### src/hw/rtl/binary_min_heap_queue_unit_assert.svh
// Assertion macros for the heap queue RTL.
// Depends on nothing; included by bmhq_ctrl, the only module that carries concurrent checks.
`ifndef BINARY_MIN_HEAP_QUEUE_UNIT_ASSERT_SVH
`define BINARY_MIN_HEAP_QUEUE_UNIT_ASSERT_SVH

// Same-cycle implication, checked on the rising clock edge outside reset.
`define BMHQ_ASSERT_SAME(label, clk, rst_n, ante, cons) \
    label: assert property (@(posedge clk) disable iff (!(rst_n)) (ante) |-> (cons)) \
        else $error("heap queue check failed");

// Next-cycle implication, checked on the rising clock edge outside reset.
`define BMHQ_ASSERT_NEXT(label, clk, rst_n, ante, cons) \
    label: assert property (@(posedge clk) disable iff (!(rst_n)) (ante) |=> (cons)) \
        else $error("heap queue check failed");

`endif

### src/hw/rtl/bmhq_pkg.sv
// Types and constants of the binary min-heap queue.
// Used by the datapath, the controller and the top level; depends on nothing.
package bmhq_pkg;

    localparam logic [1:0] OP_PUSH = 2'd0;
    localparam logic [1:0] OP_POP  = 2'd1;
    localparam logic [1:0] OP_PEEK = 2'd2;

    localparam int unsigned COUNT_W = 10;

    typedef enum logic [1:0] {
        ST_OK    = 2'd0,
        ST_EMPTY = 2'd1,
        ST_FULL  = 2'd2
    } t_status;

    typedef struct packed {
        logic [1:0]  operation;
        logic [31:0] frequency;
        logic        leaf_flag;
        logic [7:0]  symbol;
        logic [9:0]  node_ref;
    } t_req;

    typedef struct packed {
        logic [1:0]         status;
        logic [31:0]        out_frequency;
        logic               out_leaf_flag;
        logic [7:0]         out_symbol;
        logic [9:0]         out_node_ref;
        logic [COUNT_W-1:0] entry_count;
    } t_rsp;

    typedef struct packed {
        logic [31:0] freq;
        logic        leaf;
        logic [7:0]  sym;
        logic [9:0]  node_ref;
    } t_entry;

    typedef enum logic [1:0] {
        RD_NONE,
        RD_ROOT_LAST,
        RD_PARENT,
        RD_CHILDREN
    } t_rd_sel;

    typedef enum logic [2:0] {
        ACT_NONE,
        ACT_PUSH_START,
        ACT_POP_CAP,
        ACT_UP_STEP,
        ACT_DOWN_STEP,
        ACT_PLACE
    } t_act;

    typedef enum logic [1:0] {
        SRC_ZERO,
        SRC_RD_A,
        SRC_RES
    } t_src;

    typedef struct packed {
        logic    load;
        t_rd_sel rd_sel;
        t_act    act;
        logic    emit;
        t_status emit_status;
        t_src    emit_src;
    } t_dp_cmd;

    typedef struct packed {
        logic [1:0] op;
        logic       empty;
        logic       full;
        logic       up_more;
        logic       down_more;
        logic       up_swap;
        logic       down_swap;
    } t_dp_sts;

endpackage

### src/hw/rtl/bmhq_ctrl.sv
// Controller state machine of the heap queue: sequences reads, compares and writes.
// Depends on bmhq_pkg and binary_min_heap_queue_unit_assert.svh; drives bmhq_datapath.
`include "binary_min_heap_queue_unit_assert.svh"

module bmhq_ctrl (
    input  logic              i_clk,
    input  logic              i_rst_n,
    input  logic              i_start,
    input  bmhq_pkg::t_dp_sts i_sts,
    output bmhq_pkg::t_dp_cmd o_cmd,
    output logic              o_busy,
    output logic              o_done
);

    typedef enum logic [2:0] {
        S_IDLE,
        S_DISPATCH,
        S_POP_CAP,
        S_UP_CHK,
        S_UP_CMP,
        S_DOWN_CHK,
        S_DOWN_CMP
    } t_state;

    t_state r_state;
    t_state n_state;
    logic   r_done;
    logic   n_done;

    always_comb begin
        n_state           = r_state;
        n_done            = 1'b0;
        o_cmd.load        = 1'b0;
        o_cmd.rd_sel      = bmhq_pkg::RD_NONE;
        o_cmd.act         = bmhq_pkg::ACT_NONE;
        o_cmd.emit        = 1'b0;
        o_cmd.emit_status = bmhq_pkg::ST_OK;
        o_cmd.emit_src    = bmhq_pkg::SRC_ZERO;
        case (r_state)
            S_IDLE: begin
                if (i_start) begin
                    o_cmd.load = 1'b1;
                    n_state    = S_DISPATCH;
                end
            end
            S_DISPATCH: begin
                case (i_sts.op)
                    bmhq_pkg::OP_PUSH: begin
                        if (i_sts.full) begin
                            o_cmd.emit        = 1'b1;
                            o_cmd.emit_status = bmhq_pkg::ST_FULL;
                            n_done            = 1'b1;
                            n_state           = S_IDLE;
                        end else begin
                            o_cmd.act = bmhq_pkg::ACT_PUSH_START;
                            n_state   = S_UP_CHK;
                        end
                    end
                    bmhq_pkg::OP_POP, bmhq_pkg::OP_PEEK: begin
                        if (i_sts.empty) begin
                            o_cmd.emit        = 1'b1;
                            o_cmd.emit_status = bmhq_pkg::ST_EMPTY;
                            n_done            = 1'b1;
                            n_state           = S_IDLE;
                        end else begin
                            o_cmd.rd_sel = bmhq_pkg::RD_ROOT_LAST;
                            n_state      = S_POP_CAP;
                        end
                    end
                    default: begin
                        o_cmd.emit = 1'b1;
                        n_done     = 1'b1;
                        n_state    = S_IDLE;
                    end
                endcase
            end
            S_POP_CAP: begin
                if (i_sts.op == bmhq_pkg::OP_PEEK) begin
                    o_cmd.emit     = 1'b1;
                    o_cmd.emit_src = bmhq_pkg::SRC_RD_A;
                    n_done         = 1'b1;
                    n_state        = S_IDLE;
                end else begin
                    o_cmd.act = bmhq_pkg::ACT_POP_CAP;
                    n_state   = S_DOWN_CHK;
                end
            end
            S_UP_CHK: begin
                if (i_sts.up_more) begin
                    o_cmd.rd_sel = bmhq_pkg::RD_PARENT;
                    n_state      = S_UP_CMP;
                end else begin
                    o_cmd.act  = bmhq_pkg::ACT_PLACE;
                    o_cmd.emit = 1'b1;
                    n_done     = 1'b1;
                    n_state    = S_IDLE;
                end
            end
            S_UP_CMP: begin
                if (i_sts.up_swap) begin
                    o_cmd.act = bmhq_pkg::ACT_UP_STEP;
                    n_state   = S_UP_CHK;
                end else begin
                    o_cmd.act  = bmhq_pkg::ACT_PLACE;
                    o_cmd.emit = 1'b1;
                    n_done     = 1'b1;
                    n_state    = S_IDLE;
                end
            end
            S_DOWN_CHK: begin
                if (i_sts.down_more) begin
                    o_cmd.rd_sel = bmhq_pkg::RD_CHILDREN;
                    n_state      = S_DOWN_CMP;
                end else begin
                    o_cmd.act      = bmhq_pkg::ACT_PLACE;
                    o_cmd.emit     = 1'b1;
                    o_cmd.emit_src = bmhq_pkg::SRC_RES;
                    n_done         = 1'b1;
                    n_state        = S_IDLE;
                end
            end
            S_DOWN_CMP: begin
                if (i_sts.down_swap) begin
                    o_cmd.act = bmhq_pkg::ACT_DOWN_STEP;
                    n_state   = S_DOWN_CHK;
                end else begin
                    o_cmd.act      = bmhq_pkg::ACT_PLACE;
                    o_cmd.emit     = 1'b1;
                    o_cmd.emit_src = bmhq_pkg::SRC_RES;
                    n_done         = 1'b1;
                    n_state        = S_IDLE;
                end
            end
            default: begin
                n_state = S_IDLE;
            end
        endcase
    end

    always_ff @(posedge i_clk) begin
        if (!i_rst_n) begin
            r_state <= S_IDLE;
            r_done  <= 1'b0;
        end else begin
            r_state <= n_state;
            r_done  <= n_done;
        end
    end

    assign o_busy = (r_state != S_IDLE);
    assign o_done = r_done;

    // A result only appears once the sequencer is back at rest.
    `BMHQ_ASSERT_SAME(a_done_at_rest, i_clk, i_rst_n, r_done, r_state == S_IDLE)
    // An accepted request always moves on to dispatch.
    `BMHQ_ASSERT_NEXT(a_accept_dispatch, i_clk, i_rst_n, i_start && !o_busy, r_state == S_DISPATCH)
    // One request never yields two results in a row.
    `BMHQ_ASSERT_NEXT(a_single_done, i_clk, i_rst_n, r_done, !r_done)
    // The result register is never loaded while a memory read is issued.
    `BMHQ_ASSERT_SAME(a_emit_no_read, i_clk, i_rst_n, o_cmd.emit, o_cmd.rd_sel == bmhq_pkg::RD_NONE)

endmodule

### config.mk
export PLATFORM = sky130hd
export DESIGN_NAME = bmhq_ctrl
export DESIGN_NICKNAME = d
export VERILOG_FILES = /design/src/hw/rtl/bmhq_pkg.sv /design/src/hw/rtl/bmhq_ctrl.sv
export VERILOG_INCLUDE_DIRS = /design/src /design/src/hw/rtl
export SDC_FILE = /design/constraint.sdc
export NUM_CORES = 1
export LEC_CHECK = 0
export ABC_AREA = 0
export BUFFER_PORTS_ARGS = -buffer_cell sky130_fd_sc_hd__buf_2
export CAP_MARGIN = 30
export CORE_AREA = 2 2 39 41
export DETAILED_ROUTE_END_ITERATION = 16
export DIE_AREA = 0 0 41 43
export HOLD_SLACK_MARGIN = 0.02
export PLACE_DENSITY = 0.77
export SYNTH_ARGS = -nofsm -noshare
export SYNTH_HDL_FRONTEND = slang
export SYNTH_SLANG_ARGS = --single-unit
### constraint.sdc
create_clock -name i_clk -period 3.1 [get_ports i_clk]
set_input_delay 0.465 -clock i_clk [delete_from_list [all_inputs] [get_ports i_clk]]
set_output_delay 0.465 -clock i_clk [all_outputs]
set_load 0.01 [all_outputs]
Word level (Yosys, flattened, before mapping)
Cells that the tools add are included.
{ "word_totals": {"inputBits": 11, "out_inout_bits": 13, "word_cells": 58, "regBits": 4} }
{ "classes": {"n_mux": 43, "n_reduce_logical": 4, "eq_ne": 9} }
{ "op_table": {"columns": ["operator", "count"], "rows": [
  ["3-bit 2-to-1 mux", 9],
  ["4-bit one-hot mux with 6 select lines", 1],
  ["3-bit one-hot mux with 7 select lines", 1],
  ["2-bit 2-to-1 mux", 9],
  ["1-bit 2-to-1 mux", 14],
  ["2-bit one-hot mux with 3 select lines", 2],
  ["3-bit equality test, second input constant", 3],
  ["4-bit 2-to-1 mux", 2],
  ["3-bit by 2-bit equality test with 1-bit output, second input constant", 2],
  ["1-bit one-hot mux with 6 select lines", 1],
  ["3-bit one-hot mux with 2 select lines", 1],
  ["1-bit one-hot mux with 2 select lines", 2],
  ["2-bit one-hot mux with 2 select lines", 1],
  ["3-bit by 1-bit equality test with 1-bit output, second input constant", 1],
  ["3-bit logical NOT", 1],
  ["3-bit nonzero test", 1],
  ["2-bit by 1-bit equality test with 1-bit output, second input constant", 1],
  ["2-bit equality test, second input constant", 1],
  ["2-bit logical NOT", 1],
  ["2-bit != test, second input constant", 1],
  ["2-bit OR reduction", 1]
]} }

Longest topological paths before layout
Gate-level depths: netlist of the first run.
{ "logic_depth": {"depth_word": 4, "ltp_mapped": 7, "depth_no_buf": 6} }

Worst setup path before layout of the first run
Ideal clock, no wire load.
{ "synth_path": {"path_type": "input to output", "start": "in i_sts[6] in the netlist's numbering", "end": "out o_cmd[4] in the netlist's numbering", "t_required_ps": 2635, "arrival_time_ps": 1403, "path_buffers": 1, "cell_stages": 6, "slack_ps": 1232, "cell_sequence": "inv_1 -> ha_1 -> a221oi_1 -> or2_1 -> nand3_1 -> buf_4"} }
{ "synth_rtl": {"columns": ["element", "line", "text"], "rows": [
  ["start, declared", "bmhq_ctrl.sv:9", "input bmhq_pkg::t_dp_sts i_sts,"],
  ["end, declared", "bmhq_ctrl.sv:10", "output bmhq_pkg::t_dp_cmd o_cmd,"]
]} }

==> results of run 1 <==
-- cell type report --
class                           instances  area, µm²
Tap cell                               16       20.0
Fill cell                             157        749
Inverter                                7       26.3
Clock buffer                            3       22.5
Timing Repair Buffer                   23        115
Multi-Input combinational cell         56        370
Sequential cell                         4       80.1
-- worst reg2reg max path, cell delays in order, from the launching register on --
cell     delay, ps
dfxtp_1        590
or3b_1         410
nor2_1         200
o21ai_1        100
a21oi_1        150
-- state kept, by name, summed over array words and instances, names as in the netlist --
name / flops
r_state: 3
o_done: 1
-- layout by cell type, fill, tap and decap left out, types with 2 or more instances in the layout --
| cell type | synthesis | routed |
|---|---|---|
| a21oi_1 | 4 | 4 |
| a221oi_1 | 2 | 2 |
| a31oi_1 | 3 | 3 |
| and3_1 | 2 | 2 |
| buf_2 | 2 | 23 |
| clkbuf_4 | 0 | 3 |
| dfxtp_1 | 4 | 4 |
| ha_1 | 3 | 3 |
| inv_1 | 7 | 7 |
| mux2i_1 | 3 | 3 |
| nand2_1 | 2 | 2 |
| nand2b_1 | 4 | 4 |
| nor2_1 | 9 | 9 |
| nor2b_1 | 5 | 5 |
| o21ai_1 | 2 | 2 |
| o22ai_1 | 2 | 2 |
| or2b_1 | 2 | 2 |
-- path summary, 6_finish.rpt --
check                     to       start
setup / recovery    o_cmd[3]  r_state[0]
hold / removal        o_done     i_rst_n
setup reg to reg  r_state[1]  r_state[0]
hold reg to reg       o_done  r_state[2]
-- cell families after synthesis --
family	share of synthesized area [%]
compound gates	23.5
fa+ha+maj	7.43
buf+inv	10.9
flops	15.8
mux	8.17
simple gates	34.2
-- metrics by stage --
stage	power, mW	worst slack [ps]	std cells
global placement	0.112	1050	106
detailed placement	0.114	996	106
floorplan	0.0955	1230	71
global route	0.195	797	109
CTS	0.187	907	109
finish	0.185	883	109
-- power breakdown --
| group | leakage [nW] | switching, mW | internal [mW] | total (mW) |
|---|---|---|---|---|
| combinational | 0.291 | 0.0273 | 0.0261 | 0.0534 |
| sequential | 0.0326 | 0.00603 | 0.0540 | 0.0601 |
| clock | 0.0138 | 0.0279 | 0.0437 | 0.0716 |
| total | 0.337 | 0.0612 | 0.124 | 0.185 |
-- layer usage --
metal  wire (µm)  up-vias
met3          80        2
li1            -      290
met1         528      274
met5           0        -
met2         633       24
met4          19        0
==> run_results.csv, run 1 <==
group,metric,value,unit
run_status,status,"finished, final reports clean",
placement,gp_congestion,0.761,
logic_synthesis,syn_area,505,µm²
critical_path,crit_path_end_kind,"output pin",
critical_path,cp.required,2630,ps
drt,dr_total_vias,590,
clocking,cts_tree,"done",
power_and_ir_drop,power.density,292,mW/mm²
critical_path,crit_buf_inv,1,
final_layout,area_growth,25.5,%
critical_path,cp_top_family,"simple AND/OR/NAND/NOR gates",
power_and_ir_drop,ir_drop,0.145,mV
die,die-area,0.00176,mm²
timing,hold_viol,0,
final_layout,finalNetCount,109,
die,io_pins,24,
hold_path,min_path_type,"input pin to flip-flop",
timing,tns,0,ps
timing,tightest_slew,468,ps
clocking,h-tree-depth,1,
logic_synthesis,synth_area_leaders,"dfxtp_1 (16%), ha_1 (7.4%), nor2_1 (6.7%), nor2b_1 (6.2%), mux2i_1 (5.9%)",
final_layout,final_core_util,45.8,%
logic_synthesis,post-synth-top-count-cell,"nor2_1",
global_route,antenna_found_initial,0,
global_route,grt_pass1_wl,2.12,mm
timing,finalMaxSlewViolations,0,
final_layout,diodes,0,
global_route,grt_pass1_vias,541,
placement,dp_hpwl,993,µm
clocking,postCtsHoldBufs,0,
drt,avgViaCountPerCell,5.41,
timing,rsz0062_at_grt,"false",
clocking,cts_buffer_depth,2,
die,start_util,36.5,%
die,die_x,41,µm
critical_path,arrival,1750,ps
clocking,post_cts_buffers,0,
clocking,cts_buffers,3,
placement,placed_cell_area,612,µm²
drt,antenna_left,0,
drt,drc,0,
timing,finalCriticalPeriod,2220,ps
timing,holdWs,447,ps
clocking,clock_sinks,4,
critical_path,crit_slowest_cell,"dfxtp_1",
timing,post-route-period-util,71.5,%
logic_synthesis,ys_seq_area_share,15.8,%
logic_synthesis,synth_area_per_cell,7.12,µm²
timing,skew,15.0,ps
die,die_h,43,µm
timing,setup_viol,0,
logic_synthesis,synth_top_cell_area_share,15.8,%
logic_synthesis,synth_cells,71,
logic_synthesis,synth_area_leader_cell,"dfxtp_1",
critical_path,rr_worst_depth,4,
critical_path,r2r_setup_slack,1590,ps
global_route,grt_max_degree,17,
critical_path,critPathLaunchType,"flip-flop",
power_and_ir_drop,p_leak,0.337,nW
logic_synthesis,synth_fp_nets,85,
job,maxCapViolations,0,
placement,io_buffers,23,
logic_synthesis,synthArstFlopShare,0,%
global_route,grt.busiest_layer,"met2",
global_route,grtUsageMet2,27.2,%
global_route,grtUsageMet1,20.6,%
drt,drt-total-wl,1.26,mm
clocking,ctsRootBufferMaster,"clkbuf_4",
final_layout,design_area,634,µm²
critical_path,critPathMaxStageDelay,590,ps
logic_synthesis,synth_ff_type,"dfxtp_1",
critical_path,path_depth,4,
clocking,path_clk_slew,50,ps
logic_synthesis,synth-edff-count,0,
critical_path,critPathKind,"flip-flop to output pin",
logic_synthesis,yosysWarnings,0,
critical_path,crit_chain,"or3b_1 > nor2_1 > and3_1 > buf_2",
global_route,grt_usage,17.3,%
die,core_area,0.00138,mm²
critical_path,crit_path_max_fanout,16,
logic_synthesis,synth_commonest_cells,"nor2_1 (9), inv_1 (7), nor2b_1 (5)",
timing,fmax,0.451,GHz
drt,dr.first_iter.drc_count,11,
final_layout,drive_above_1_share,29.0,%
die,core.rowCount,14,
drt,routedWlPerCell,11.6,µm
logic_synthesis,synth_seq_cells,4,
logic_synthesis,ys_types,31,
global_route,met3_usage,3.14,%
clocking,post_cts_resized,0,
timing,slew_headroom,68.7,%
hold_path,hold_depth,3,
clocking,clk-insertion-delay-late,250,ps
drt,first_pass_iters,4,
global_route,overflow,0,
No activity file was read; power rests on OpenSTA's default activity.
==> inputs of run 2 (changes only) <==
Settings changed: CORE_AREA 2 2 39 41 to not set, CORE_MARGIN set to 1, CORE_UTILIZATION set to 39, DIE_AREA 0 0 41 43 to not set, PLACE_DENSITY 0.77 to 0.81.
Clock period 3.1 ns to 2 ns, I/O delays scaled along.
==> run_results.csv, run 2 (same netlist as run 1, synthesis figures left out) <==
group,metric,value,unit
run_status,status,"finished, final reports clean",
critical_path,cp.required,1700,ps
critical_path,crit_buf_inv,1,
clocking,postCtsHoldBufs,0,
clocking,post_cts_resized,0,
critical_path,crit_path_max_fanout,7,
final_layout,fillers,121,
clocking,clk-insertion-delay-late,250,ps
power_and_ir_drop,p_int,194,µW
clocking,h-tree-depth,1,
placement,io_buffers,23,
critical_path,critPathMaxStageDelay,420,ps
timing,tightest_slew,332,ps
final_layout,seqCellArea,80.1,µm²
timing,finalCriticalPeriod,1870,ps
drt,antenna_left,0,
critical_path,critPathLaunchType,"flip-flop",
critical_path,crit_slowest_cell,"dfxtp_1",
critical_path,cp_top_family,"simple AND/OR/NAND/NOR gates",
timing,finalMaxSlewViolations,0,
timing,setup_viol,0,
die,die-area,0.00144,mm²
clocking,clock_sinks,4,
power_and_ir_drop,p_comb_share,31.6,%
placement,placed_cell_area,624,µm²
final_layout,multiInputGateArea,370,µm²
die,core.rowCount,12,
die,die_h,38,µm
timing,post-route-period-util,93.4,%
drt,first_pass_iters,4,
drt,drc,0,
critical_path,crit_chain,"or3b_1 > nor2_1 > and3_1 > buf_2",
final_layout,drive_above_1_share,30.5,%
final_layout,layout_common_cells,"buf_2 (23), nor2_1 (9), inv_1 (7), nor2b_1 (5)",
global_route,grt_usage,19.1,%
power_and_ir_drop,power.switching,92.0,µW
drt,routedWlPerCell,11.0,µm
timing,tns,0,ps
global_route,overflow,0,
final_layout,largest_register_ffs,3,
power_and_ir_drop,switching_share,32.1,%
final_layout,area_growth,28.0,%
timing,fmax,0.535,GHz
die,core_area,0.00116,mm²
timing,rsz0062_at_grt,"false",
timing,slew_headroom,77.8,%
power_and_ir_drop,p_seq_share,31.1,%
drt,dr.first_iter.drc_count,22,
clocking,ctsRootBufferMaster,"clkbuf_4",
placement,gp_congestion,0.783,
critical_path,arrival,1570,ps
power_and_ir_drop,ir_drop,0.316,mV
clocking,post_cts_buffers,0,
power_and_ir_drop,p_leak,0.348,nW
placement,dp_hpwl,997,µm
clocking,cts_buffers,3,
die,start_util,43.7,%
die,io_pins,24,
drt,avgViaCountPerCell,5.38,
die,die_x,38,µm
final_layout,top_register,"r_state",
final_layout,design_area,647,µm²
final_layout,final_common_cell,"buf_2",
final_layout,diodes,0,
drt,drt-total-wl,1.20,mm
power_and_ir_drop,power_frac_clock,37.4,%
hold_path,min_path_type,"input pin to flip-flop",
clocking,path_clk_slew,40,ps
timing,skew,8.25,ps
critical_path,critPathKind,"flip-flop to output pin",
global_route,grt_max_degree,12,
global_route,grt_pass1_vias,459,
drt,dr_total_vias,586,
job,maxCapViolations,0,
critical_path,crit_path_end_kind,"output pin",
clocking,cts_tree,"done",
power_and_ir_drop,power.density,443,mW/mm²
final_layout,final_core_util,56.0,%
final_layout,finalNetCount,111,
timing,holdWs,301,ps
global_route,antenna_found_initial,0,
timing,hold_viol,0,
global_route,grt_pass1_wl,1.92,mm
clocking,cts_buffer_depth,2,
-- run 2: worst min-delay path, cell delays in order --
cell and delay, ps:
buf_2 90, inv_1 60, a31oi_1 50
-- run 2: cell type report --
cell class / count / area share [%]
inverter: 7 / 4.06
clock buffer: 3 / 3.48
timing repair buffer: 25 / 20.1
multi-input combinational: 56 / 57.3
sequential: 4 / 12.4
tap: 14 / 2.71
-- run 2: per-stage QoR --
stage / total power [mW] / worst slack [ps] / std cells
after global placement: 0.177 / 302 / 106
after global routing: 0.308 / 37.9 / 109
final: 0.286 / 132 / 109
after CTS: 0.292 / 141 / 109
after floorplan: 0.148 / 462 / 71
after detailed placement: 0.180 / 279 / 106
-- run 2: metal layers --
metal	routed length, µm	global-route usage (%)	up-vias	share of wire (%)
li1	-	-	294	-
met1	538	24.1	266	45
met2	567	31.5	24	47
met3	73	5.23	2	6.1
met4	17	5.36	0	1.4
met5	0	0	-	0
-- run 2: path summary, 6_finish.rpt --
kind / from / endpoint / slack, ps / cells past startpoint
hold / removal: i_rst_n / o_done / 300 / 3
setup reg to reg: r_state[1] / o_done / 650 / 4
setup / recovery: r_state[0] / o_cmd[2] / 130 / 4
hold reg to reg: r_state[2] / r_state[1] / 740 / 3
-- run 2: power groups by stage --
stage	registers [mW]	logic [mW]	clock network (mW)
after floorplan	0.0883	0.0597	0
after global placement	0.0897	0.0876	0
after CTS	0.0889	0.0905	0.112
after detailed placement	0.0903	0.0901	0
after global routing	0.0893	0.101	0.117
final	0.0890	0.0904	0.107
